File: config.mk
export PLATFORM = sky130hd
export DESIGN_NAME = mcu_ctrl
export DESIGN_NICKNAME = d
export VERILOG_FILES = /design/src/design/mcu_pkg.sv /design/src/design/mcu_ctrl.sv
export SDC_FILE = /design/constraint.sdc
export NUM_CORES = 1
export LEC_CHECK = 0
export ABC_CLOCK_PERIOD_IN_PS = 2520
export BUFFER_PORTS_ARGS = -buffer_cell sky130_fd_sc_hd__buf_2
export CAP_MARGIN = 15
export CORE_AREA = 2 2 39 41
export CTS_CLUSTER_DIAMETER = 30
export DETAILED_ROUTE_END_ITERATION = 10
export DIE_AREA = 0 0 41 43
export PLACE_DENSITY_LB_ADDON = 0.15
export SYNTH_ARGS = -nofsm -noshare
export SYNTH_HDL_FRONTEND = slang
export SYNTH_SLANG_ARGS = --single-unit
File: constraint.sdc
create_clock -name i_clk -period 2.52 [get_ports i_clk]
set_clock_uncertainty 0.2 [all_clocks]
set_input_delay 0.126 -clock i_clk [delete_from_list [all_inputs] [get_ports i_clk]]
set_output_delay 0.126 -clock i_clk [all_outputs]
set_load 0.02 [all_outputs]
File: src/design/mcu_pkg.sv
// mcu_pkg: shared widths, register indexes and control/status structs
// for the multiset combination unranker; no dependencies
package mcu_pkg;

    // request and result field widths
    localparam int RANK_W    = 42;
    localparam int ELEM_W    = 8;
    localparam int POS_W     = 3;

    // binomial entries saturate at 2^42, just above any remainder
    localparam int BINOM_W   = RANK_W + 1;
    localparam logic [BINOM_W-1:0] BINOM_CAP = BINOM_W'(1) << RANK_W;

    // configuration port
    localparam int TOP_W      = 7;
    localparam int SIZE_W     = 4;
    localparam int CFG_ADDR_W = 1;
    localparam int CFG_DATA_W = 7;

    localparam logic [CFG_ADDR_W-1:0] CFG_TOP_VALUE  = 1'b0;
    localparam logic [CFG_ADDR_W-1:0] CFG_COMBO_SIZE = 1'b1;

    localparam logic [TOP_W-1:0]  TOP_RESET  = 7'd3;
    localparam logic [SIZE_W-1:0] SIZE_RESET = 4'd5;

    // commands from the controller to the datapath
    typedef struct packed {
        logic fill;     // write one table row, advance pascal row
        logic load;     // take a new request
        logic read;     // fetch binomial for the current midpoint
        logic compare;  // narrow the search interval
        logic emit;     // output one element, move to the next slot
    } t_cmd;

    // status from the datapath to the controller
    typedef struct packed {
        logic fill_last;    // last table row being written
        logic j_zero;       // no open slots left
        logic search_done;  // interval collapsed to one value
    } t_status;

endpackage

File: src/design/mcu_ctrl.sv
// mcu_ctrl: controller state machine for table fill and per-slot search
// depends on mcu_pkg
module mcu_ctrl (
    input  logic             i_clk,
    input  logic             i_rst_n,
    input  logic             i_start,
    input  mcu_pkg::t_status i_status,
    output mcu_pkg::t_cmd    o_cmd,
    output logic             o_busy
);

    typedef enum logic [4:0] {
        S_FILL   = 5'b00001,
        S_IDLE   = 5'b00010,
        S_SEARCH = 5'b00100,
        S_CMP    = 5'b01000,
        S_EMIT   = 5'b10000
    } t_state;

    t_state r_state;
    t_state n_state;

    // next state and commands
    always_comb begin
        n_state = r_state;
        o_cmd   = '0;
        case (r_state)
            S_FILL: begin
                o_cmd.fill = 1'b1;
                if (i_status.fill_last) begin
                    n_state = S_IDLE;
                end
            end
            S_IDLE: begin
                if (i_start) begin
                    o_cmd.load = 1'b1;
                    n_state    = S_SEARCH;
                end
            end
            S_SEARCH: begin
                if (i_status.j_zero) begin
                    n_state = S_IDLE;
                end else if (i_status.search_done) begin
                    n_state = S_EMIT;
                end else begin
                    o_cmd.read = 1'b1;
                    n_state    = S_CMP;
                end
            end
            S_CMP: begin
                o_cmd.compare = 1'b1;
                n_state       = S_SEARCH;
            end
            S_EMIT: begin
                o_cmd.emit = 1'b1;
                n_state    = S_SEARCH;
            end
            default: begin
                n_state = S_IDLE;
            end
        endcase
    end

    // state register, table fill runs first after reset
    always_ff @(posedge i_clk) begin
        if (!i_rst_n) begin
            r_state <= S_FILL;
        end else begin
            r_state <= n_state;
        end
    end

    assign o_busy = (r_state != S_IDLE);

    // an accepted request always enters the search
    a_load_search: assert property (@(posedge i_clk) disable iff (!i_rst_n)
        (i_start && !o_busy) |=> r_state == S_SEARCH)
        else $error("accepted request did not start search");

    // every table read is followed by its compare
    a_read_cmp: assert property (@(posedge i_clk) disable iff (!i_rst_n)
        o_cmd.read |=> o_cmd.compare)
        else $error("table read without compare");

endmodule

=== After elaboration in Yosys (flattened, before gate mapping) ===
Index checks and enable logic that the tools add are counted.

* Register bits: 5
* Latch bits: 0
* RAM bits: 0
* Bits in read-only memories: 0
* Output and inout bits: 6
* Memories: 0

* $add $sub $neg: 0
* $mul: 0
* Divide/modulo/power cells: 0
* $lt $le $gt $ge: 0
* Equal/unequal tests: 8
* Shift-type cells: 0
* Muxes and demuxes: 13
* Bitwise operators: 0
* Reduce and logical (&&, ||, !) cells: 2

{| class="wikitable"
|+ Operators by type and width
! kind !! count
|-
| 5-bit two-way mux || 4
|-
| 5-bit one-hot mux with 4 select lines || 1
|-
| 1-bit two-way mux || 8
|-
| 5-bit by 1-bit == test with 1-bit output, second input constant || 1
|-
| 5-bit by 2-bit == test with 1-bit output, second input constant || 1
|-
| 5-bit by 3-bit == test with 1-bit output, second input constant || 1
|-
| 5-bit by 4-bit == test with 1-bit output, second input constant || 1
|-
| 5-bit == test, second input constant || 1
|-
| 5-bit by 2-bit inequality test with 1-bit output, second input constant || 1
|-
| 2-bit inequality test, second input constant || 2
|-
| 2-bit AND reduction || 1
|-
| 2-bit OR reduction || 1
|}

=== Depth between registers and ports, before layout ===
Gate-level depths: netlist (run 1).

* Depth after elaboration: 3
* Gate-level depth with buffers: 5

=== Least setup slack after synthesis (run 1) ===
No wires, ideal clock.

* Path kind: register -> output
* Start: register r_state[3]
* End: output port o_cmd[3] (netlist bit)
* Arrival time: 1,527 ps
* Slack: 667 ps
* Stages on the path, launching flop included: 5
* Buffers on the path: 1
* Cell sequence: dfxtp_1 > buf_6 > or3_2 > or2_2 > nor2_1

{| class="wikitable"
|+ RTL lines
! item !! RTL line !! RTL
|-
| from (decl) || mcu_ctrl.sv:20 || <nowiki>t_state r_state;</nowiki>
|-
| from (signal assigned) || mcu_ctrl.sv:69 || <nowiki>r_state <= n_state;</nowiki>
|-
| to (decl) || mcu_ctrl.sv:8 || <nowiki>output mcu_pkg::t_cmd o_cmd,</nowiki>
|}

==> results of run 1 <==
[synthesized netlist by cell type (all sizes together), types with 2 or more instances]
cell / count / share of area, %
nor3: 3 / 4.3
or2: 2 / 3.6
clkbuf: 2 / 2.1
buf: 2 / 5.3
and3: 2 / 3.9
o211ai: 2 / 4.3
dfxtp: 5 / 28
nor2: 5 / 5.3
inv: 2 / 2.1
o21ai: 2 / 3.9
or4b: 2 / 5.7
[through the flow]
stage	instances	power (mW)	cell area, µm²	utilization [%]	setup WS, ps
final	70	0.250	447	32.3	439
after global placement	64	0.159	400	28.9	669
after global routing	70	0.269	447	32.3	321
after floorplan	41	0.140	352	-	667
after CTS	70	0.256	447	32.3	424
after detailed placement	64	0.158	400	28.9	691
[metal layers]
layer / track usage [%] / part of all wire, % / vias to the layer above
met5: 0 / 0 / -
met3: 3.14 / 2.3 / 0
met4: 6.00 / 0 / 0
met2: 14.4 / 47 / 6
li1: - / - / 179
met1: 16.5 / 51 / 157
[cell type report]
cell class	count	area (µm²)	share of cell area, %
repair buffers	13	75.1	16.8
inverters	2	7.51	1.68
clock buffers	4	26.3	5.88
flip-flops and latches	5	100	22.4
multi-input cells	30	218	48.7
well taps	16	20.0	4.48
[power breakdown]
part	switching, mW	total [mW]	internal [mW]
registers	0.0132	0.0990	0.0858
clock network	0.0316	0.0914	0.0598
logic	0.0310	0.0595	0.0285
total	0.0758	0.250	0.174
[worst max-delay path: cells and delay by family (launching register included)]
family	cells	cell delay [ps]
simple gates	3	930
flops	1	420
buf+inv	1	160
[logic make-up after synthesis]
family | Yosys count
xor+xnor | 1
flops | 5
simple gates | 21
buf+inv | 6
compound gates | 8
[how the worst max path moves through the flow]
stage / depth (start not counted) / slack, ps / endpoint / from
2_1_floorplan: 4 / 670 / o_cmd[3] / r_state[3]$_SDFFE_PN0P_
3_3_place_gp: 3 / 670 / r_state[3]$_SDFFE_PN0P_ / r_state[2]$_SDFFE_PN0P_
3_5_place_dp: 4 / 690 / o_cmd[2] / r_state[2]$_SDFFE_PN0P_
4_1_cts: 4 / 420 / o_cmd[2] / r_state[2]$_SDFFE_PN0P_
5_1_grt: 4 / 320 / o_cmd[2] / r_state[2]$_SDFFE_PN0P_
6_report: 4 / 440 / o_cmd[2] / r_state[2]$_SDFFE_PN0P_
==> impl_metrics.yaml, run 1 <==
run_status:
  outcome: "finished, final reports clean"
critical_path:
  crit_fanout: 8
  arrival_ps: 1760
  cp.required_ps: 2190
  r2r-start: "r_state[2]$_SDFFE_PN0P_"
  r2r_setup_slack_ps: 710
  r2r_cells: 3
  cpMaxStageDelayCell: "or4_4"
  path_cells: "or3b_1 > or4_4 > nor2_1 > buf_2"
  endpoint_kind: "output port"
  crit_type: "flip-flop to output port"
  r2r-end: "r_state[3]$_SDFFE_PN0P_"
  cp-start-kind: "flip-flop"
  critical_path.max_stage_delay_ps: 450
finish:
  largest_register_ffs: 5
  fillers: 146
  antenna_cells: 0
  area_delta_synth_final_pct: 27.0
  drive_gt1_share_pct: 42.6
  layout_common_cells: "buf_2 (11), nor2_1 (5), dfxtp_1 (5)"
  final_common_cell: "buf_2"
  top_register: "r_state"
  nNetsFinal: 61
  top_regs: "r_state x5"
logic_synthesis:
  synth_nets: 47
  synthAdderAreaFrac_pct: 0
  synthSimpleGateAreaFrac_pct: 42.3
  synth_top_family_by_area: "simple AND/OR/NAND/NOR gates"
  async_reset_ff_share_pct: 0
  netlist_area_um2: 352
  synth_xor_area_share_pct: 2.49
  synth.area.mux_share_pct: 0
  ys.flop_type: "dfxtp_1"
  synth-edff-count: 0
  synth_compound_area_share_pct: 17.1
  seq_area_frac_synth_pct: 28.5
  postSynthAreaPerCell_um2: 8.58
  synth.ff_latch_count: 5
  synth.distinct_cells: 27
  yosysWarnings: 0
  synthCells: 41
worst_hold_path:
  holdPathEnd: "r_state[0]$_SDFFE_PN1P_"
  worstHoldStart: "i_status[2]"
  min_path_cells: 3
  hp-class: "primary input to flip-flop"
power_and_ir_drop:
  p_leak_nw: 0.191
  power.density_nw_per_um2: 559
  irDropWorstVdd_mv: 0.156
die:
  ioPinCount: 12
  row_count: 14
  initial_core_util_pct: 25.4
  dieArea_um2: 1760
  die_y_um: 43
  die_w_um: 41
  fp.coreArea_um2: 1380
detailed_routing:
  wire_per_inst_um: 11.1
  first_iter_violations: 7
  drcViolationCount: 0
  drtAntennaViolNets: 0
  via_per_inst: 4.89
  vias: 342
  dr.pass1.iters: 2
  drt-total-wl_um: 774
clock_tree:
  cts_tree: "yes"
  cts_resized: 0
  clock_latency_ps: 240
  hold_buffers: 2
  postCtsSetupBuffers: 0
  cts_buffers: 3
  clk_pin_slew_ps: 40
  cts_max_level: 1
  root_buffer: "clkbuf_4"
  cts_sinks: 5
  cts_max_path_buffers: 2
flow_run:
  cap_violations: 0
sta:
  rsz0062_at_grt: "false"
  worst_pin_slew_ps: 530
  setup_viol: 0
  tns_ps: 0
  min_period_ps: 2080
  finalHoldViolations: 0
  slew_headroom_pct: 64.4
  hold-worst-slack_ps: 56.2
  max_freq_mhz: 481
  fin_crit_sh_pct: 82.6
  drv_slew: 0
grt:
  grt_overflow: 0
  grt_antenna_before_repair: 0
  grt_pass1_vias: 310
  grt_pass1_wl_mm: 1.37
  grtUsageTotal_pct: 11.3
  grt_start_max_net_pins: 11
place:
  dpl.hpwl_um: 592
  place.gp.congestion: 0.739
  io_buffers: 11
(Power assumes the default switching activity.)
==> run 2: changes to the inputs <==
--- a/config.mk
+++ b/config.mk
@@ -5,7 +5,8 @@
 export SDC_FILE = /design/constraint.sdc
 export NUM_CORES = 1
 export LEC_CHECK = 0
-export ABC_CLOCK_PERIOD_IN_PS = 2520
+export ABC_AREA = 1
+export ABC_CLOCK_PERIOD_IN_PS = 1760
 export BUFFER_PORTS_ARGS = -buffer_cell sky130_fd_sc_hd__buf_2
 export CAP_MARGIN = 15
 export CORE_AREA = 2 2 39 41
==> constraint.sdc (replaced) <==
create_clock -name i_clk -period 1.76 [get_ports i_clk]
set_clock_uncertainty 0.2 [all_clocks]
set_input_delay 0.088 -clock i_clk [delete_from_list [all_inputs] [get_ports i_clk]]
set_output_delay 0.088 -clock i_clk [all_outputs]
set_load 0.02 [all_outputs]
==> run 2 against run 1 <==
Net effect:
- setup slack lost 300 ps
- highest routed layer is now met4
- register-to-register slack lost 570 ps
- clock power grew 42%
- flip-flop and latch count is the same
- synthesized area shrank 14%
- critical path depth is the same
- final cell count grew 11%
- largest power group is now the clock network
- non-clock buffer count grew 1
- core utilization shrank 1.4 points
- largest cell class unchanged
==> impl_metrics.yaml, run 2 <==
grt:
  grt_pass1_vias: 283
  grt-busiest-layer: "met4"
  grt_pass1_wl_mm: 1.02
  grt_start_max_net_pins: 6
  use_met1_pct: 10.3
  grt_antenna_before_repair: 0
  met2_usage_pct: 11.6
  grtUsageTotal_pct: 9.34
  use_met3_pct: 3.14
  grt_overflow: 0
clock_tree:
  postCtsSetupBuffers: 0
  cts_sinks: 5
  hold_buffers: 3
  clk_pin_slew_ps: 40
  cts_tree: "yes"
  cts_buffers: 3
  cts_max_path_buffers: 2
  clock_latency_ps: 240
  cts_resized: 0
  root_buffer: "clkbuf_4"
  cts_max_level: 1
finish:
  antenna_cells: 0
  area_delta_synth_final_pct: 40.7
  top_regs: "r_state x5"
  fin_area_um2: 428
  layout_common_cells: "inv_1 (11), buf_2 (11), nor2_1 (6)"
  nNetsFinal: 69
  largest_register_ffs: 5
  top_register: "r_state"
  drive_gt1_share_pct: 38.7
critical_path:
  arrival_ps: 1600
  cpMaxStageDelayCell: "dlygate4sd3_1"
  critical_path.max_stage_delay_ps: 550
  crit_type: "flip-flop to flip-flop"
  endpoint_kind: "flip-flop"
  cp.required_ps: 1740
  crit_fanout: 5
  r2r_setup_slack_ps: 140
  path_delay_family: "buffers and inverters"
  worst-path-buf-inv: 1
  cp-start-kind: "flip-flop"
  path_cells: "nor2_2 > nand4_2 > nand2_1 > dlygate4sd3_1"
die:
  dieArea_um2: 1760
  die_y_um: 43
  row_count: 14
  fp.coreArea_um2: 1380
  die_w_um: 41
  ioPinCount: 12
  initial_core_util_pct: 22.0
logic_synthesis:
  postSynthAreaPerCell_um2: 6.76
  synth_common_cells: "inv_1 (11), nor2_1 (6), dfxtp_1 (5), nor2_2 (4)"
  synth.ff_latch_count: 5
  seq_area_frac_synth_pct: 32.9
  synth_top_area_share_pct: 32.9
  synth_nets: 51
  synth-edff-count: 0
  yosysWarnings: 0
  synth.distinct_cells: 16
  yosysTopAreaCell: "dfxtp_1"
  synthTopCellsByArea: "dfxtp_1 (33%), inv_1 (14%), nor2_2 (8.2%)"
  netlist_area_um2: 304
  synthCells: 45
  ys.flop_type: "dfxtp_1"
  async_reset_ff_share_pct: 0
  post-synth-top-count-cell: "inv_1"
detailed_routing:
  via_per_inst: 4.03
  wire_per_inst_um: 8.09
  vias: 314
  first_iter_violations: 2
  drtAntennaViolNets: 0
  drt-total-wl_um: 631
  drcViolationCount: 0
  dr.pass1.iters: 2
place:
  io_buffers: 11
  placed_cell_area_um2: 372
  dpl.hpwl_um: 521
  place.gp.congestion: 0.715
sta:
  rsz0062_at_grt: "false"
  setup_viol: 0
  finalHoldViolations: 0
  worst_pin_slew_ps: 244
  tns_ps: 0
  fin_crit_sh_pct: 92.2
  min_period_ps: 1620
  slew_headroom_pct: 83.7
  drv_slew: 0
  max_freq_mhz: 616
power_and_ir_drop:
  irDropWorstVdd_mv: 0.234
  p_int_mw: 0.230
  p_clk_share_pct: 41.3
  p_leak_nw: 0.244
  power.switching_mw: 0.0851
  pwr-share-comb_pct: 19.3
  swShare_pct: 27.0
  p_seq_share_pct: 39.4
  power.density_nw_per_um2: 737
worst_hold_path:
  hp-class: "primary input to flip-flop"
flow_run:
  cap_violations: 0
run_status:
  outcome: "finished, final reports clean"
==> run 2: cells by family (layout without fill, tap and decap cells) <==
| group | count (synthesis) | count (layout) | share of synthesized area, % |
|---|---|---|---|
| AO/OA/AOI/OAI | 1 | 1 | 2.88 |
| buffers and inverters | 14 | 31 | 18.5 |
| flip-flops | 5 | 5 | 32.9 |
| AND/OR/NAND/NOR | 25 | 25 | 45.7 |
==> run 2: path summary, 6_finish.rpt <==
kind,from,to,cells after the start
hold / removal,i_status[1],r_state[4]$_SDFFE_PN0P_,5
setup reg to reg,r_state[2]$_SDFFE_PN0P_,r_state[0]$_SDFFE_PN1P_,4
setup / recovery,r_state[2]$_SDFFE_PN0P_,r_state[0]$_SDFFE_PN1P_,4
hold reg to reg,r_state[2]$_SDFFE_PN0P_,r_state[4]$_SDFFE_PN0P_,5
==> run 2: through the flow <==
| stage | std cells | hold WS (ps) | setup slack [ps] | util [%] | power, mW |
|---|---|---|---|---|---|
| floorplan | 45 | -4.28 | 436 | - | 0.165 |
| global placement | 71 | 116 | 413 | 26.9 | 0.182 |
| detailed placement | 71 | 130 | 405 | 26.9 | 0.182 |
| CTS | 78 | 55.4 | 117 | 30.9 | 0.322 |
| global route | 78 | 75.0 | 46.8 | 30.9 | 0.341 |
| finish | 78 | 58.9 | 137 | 30.9 | 0.315 |
==> run 2: worst register-to-register path: cells and delay by family, from the launching register on <==
kind,cells,cell delay (ps)
flip-flops,1,320
buffers and inverters,1,550
AND/OR/NAND/NOR,3,500
==> run 2: power groups by stage <==
stage	clock network (mW)	registers [mW]	logic [mW]
2_1_floorplan	0	0.126	0.0392
6_report	0.130	0.124	0.0608
3_5_place_dp	0	0.126	0.0554
4_1_cts	0.136	0.124	0.0617
3_3_place_gp	0	0.126	0.0559
5_1_grt	0.147	0.125	0.0689
==> run 2: cell type report <==
class                      count  area (µm²)
fill                         164         956
multi-input combinational     26         148
sequential                     5         100
timing repair buffer          14        85.1
inverter                      13        48.8
clock buffer                   4        26.3
tap                           16        20.0
==> run 2: layer usage <==
metal | part of all wire, % | vias to the layer above
li1 | - | 174
met1 | 48 | 128
met2 | 42 | 10
met3 | 7.8 | 2
met4 | 1.9 | 0
met5 | 0 | -
==> run 3: changes to the inputs <==
--- a/config.mk
+++ b/config.mk
@@ -9,10 +9,11 @@
 export ABC_CLOCK_PERIOD_IN_PS = 1760
 export BUFFER_PORTS_ARGS = -buffer_cell sky130_fd_sc_hd__buf_2
 export CAP_MARGIN = 15
-export CORE_AREA = 2 2 39 41
+export CELL_PAD_IN_SITES_DETAIL_PLACEMENT = 1
+export CELL_PAD_IN_SITES_GLOBAL_PLACEMENT = 2
+export CORE_UTILIZATION = 19
 export CTS_CLUSTER_DIAMETER = 30
 export DETAILED_ROUTE_END_ITERATION = 10
-export DIE_AREA = 0 0 41 43
 export PLACE_DENSITY_LB_ADDON = 0.15
 export SYNTH_ARGS = -nofsm -noshare
 export SYNTH_HDL_FRONTEND = slang
==> run 3 against run 2 <==
Net effect:
- sequential share of layout area is essentially flat
- non-clock buffer count unchanged
- global-route usage rose by 0.12 points
- wire length rose by 7.4%
- worst hold slack got worse by 5.9 ps
- combinational power is 1% higher
- largest cell class unchanged
- critical path depth grew 1
- sequential power about the same
- flip-flop and latch count stayed put
- critical endpoint unchanged
- first-iteration DRC count unchanged
==> impl_metrics.yaml, run 3 (same netlist as run 2, synthesis figures left out) <==
power_and_ir_drop:
  power.density_nw_per_um2: 720
  total_power_mw: 0.313
  p_leak_nw: 0.247
  irDropWorstVdd_mv: 0.177
sta:
  min_period_ps: 1600
  slew_headroom_pct: 88.9
  finalHoldViolations: 0
  drv_slew: 0
  fin_crit_sh_pct: 91.0
  tns_ps: 0
  max_freq_mhz: 624
  worst_pin_slew_ps: 165
  setup_viol: 0
  rsz0062_at_grt: "false"
  hold-worst-slack_ps: 53.0
finish:
  final_cells: 78
  nNetsFinal: 69
  antenna_cells: 0
  fillers: 196
  top_regs: "r_state x5"
  drive_gt1_share_pct: 40.3
  fin_area_um2: 434
  seqCellArea_um2: 101
  largest_register_ffs: 5
  area_delta_synth_final_pct: 42.8
  top_register: "r_state"
  layout_common_cells: "inv_1 (11), buf_2 (11), nor2_1 (6)"
  multiInputGateArea_um2: 153
grt:
  grt_pass1_wl_mm: 1.16
  grt_pass1_vias: 312
  grt_overflow: 0
  grtUsageTotal_pct: 9.46
  grt_antenna_before_repair: 0
  grt_start_max_net_pins: 6
worst_hold_path:
  min_path_cells: 5
  worstHoldStart: "i_status[1]"
  hp-class: "primary input to flip-flop"
  holdPathEnd: "r_state[4]$_SDFFE_PN0P_"
critical_path:
  r2r_cells: 5
  path_delay_family: "buffers and inverters"
  path_cells: "inv_1 > nor2_1 > nand4_2 > nand2_1 > dlygate4sd3_1"
  cp.required_ps: 1740
  arrival_ps: 1580
  crit_type: "flip-flop to flip-flop"
  cp-start-kind: "flip-flop"
  worst-path-buf-inv: 2
  crit_fanout: 3
  cpMaxStageDelayCell: "dlygate4sd3_1"
  endpoint_kind: "flip-flop"
  critical_path.max_stage_delay_ps: 550
  r2r_setup_slack_ps: 160
  r2r-end: "r_state[0]$_SDFFE_PN1P_"
  r2r-start: "r_state[0]$_SDFFE_PN1P_"
die:
  row_count: 14
  dieArea_um2: 1760
  initial_core_util_pct: 20.2
  die_y_um: 42
  die_w_um: 42
  fp.coreArea_um2: 1510
  ioPinCount: 12
detailed_routing:
  drt-total-wl_um: 678
  via_per_inst: 4.05
  drtAntennaViolNets: 0
  first_iter_violations: 2
  vias: 316
  drcViolationCount: 0
  wire_per_inst_um: 8.69
  dr.pass1.iters: 2
clock_tree:
  root_buffer: "clkbuf_4"
  postCtsSetupBuffers: 0
  cts_tree: "yes"
  cts_max_level: 1
  clock_latency_ps: 240
  cts_buffers: 3
  cts_max_path_buffers: 2
  clk_pin_slew_ps: 40
  cts_sinks: 5
place:
  dpl.hpwl_um: 571
  io_buffers: 11
  placed_cell_area_um2: 372
  dp_cells: 71
  place.gp.congestion: 0.719
run_status:
  outcome: "finished, final reports clean"
flow_run:
  cap_violations: 0
run 3: cell types whose count changed in the layout (fill, tap and decap cells not counted):
cell | before | now
nor2_2 | 4 | 3
dfxtp_1 | 5 | 4
dfxtp_2 | 0 | 1
nor2_4 | 0 | 1
run 3: layer usage:
metal	wire [µm]	track usage (%)
met5	0	0
met4	13	11.6
met3	40	3.45
met2	322	13.8
met1	301	9.38
run 3: layout make-up:
cell class	instances	share of cell area, %
Multi-Input combinational cell	26	35.2
Tap cell	16	4.61
Inverter	13	11.2
Timing Repair Buffer	14	19.6
Clock buffer	4	6.05
Sequential cell	5	23.3
run 3: power by group:
| group | total, mW | internal (mW) | leakage [nW] | switching [mW] |
|---|---|---|---|---|
| sequential | 0.125 | 0.120 | 0.0415 | 0.00518 |
| clock | 0.126 | 0.0853 | 0.0150 | 0.0409 |
| combinational | 0.0616 | 0.0256 | 0.190 | 0.0359 |
run 3: how the worst max path moves through the flow:
| stage | start | end | slack, ps | cells after the start |
|---|---|---|---|---|
| 2_1_floorplan | r_state[2]$_SDFFE_PN0P_ | o_cmd[3] | 440 | 3 |
| 3_3_place_gp | r_state[1]$_SDFFE_PN0P_ | o_cmd[2] | 400 | 5 |
| 3_5_place_dp | r_state[1]$_SDFFE_PN0P_ | o_cmd[2] | 400 | 5 |
| 4_1_cts | r_state[2]$_SDFFE_PN0P_ | r_state[0]$_SDFFE_PN1P_ | 110 | 4 |
| 5_1_grt | r_state[0]$_SDFFE_PN1P_ | r_state[0]$_SDFFE_PN1P_ | 10 | 5 |
| 6_report | r_state[0]$_SDFFE_PN1P_ | r_state[0]$_SDFFE_PN1P_ | 160 | 5 |
run 3: timing repair:
item | CTS | global route
resized for setup | 0 | 2
hold buffers | 3 | 0
hold endpoints to repair | 5 | 0
endpoints found under the setup margin | 0 | 1
run 3: tightest hold or removal path, delay by kind of cell:
kind | cells | cell delay, ps
simple gates | 3 | 250
buf+inv | 2 | 110
run 3: per-stage QoR:
step	setup WS, ps	util (%)
floorplan	436	-
global placement	402	24.7
detailed placement	399	24.7
global route	14.5	28.8
CTS	111	28.4
finish	158	28.8
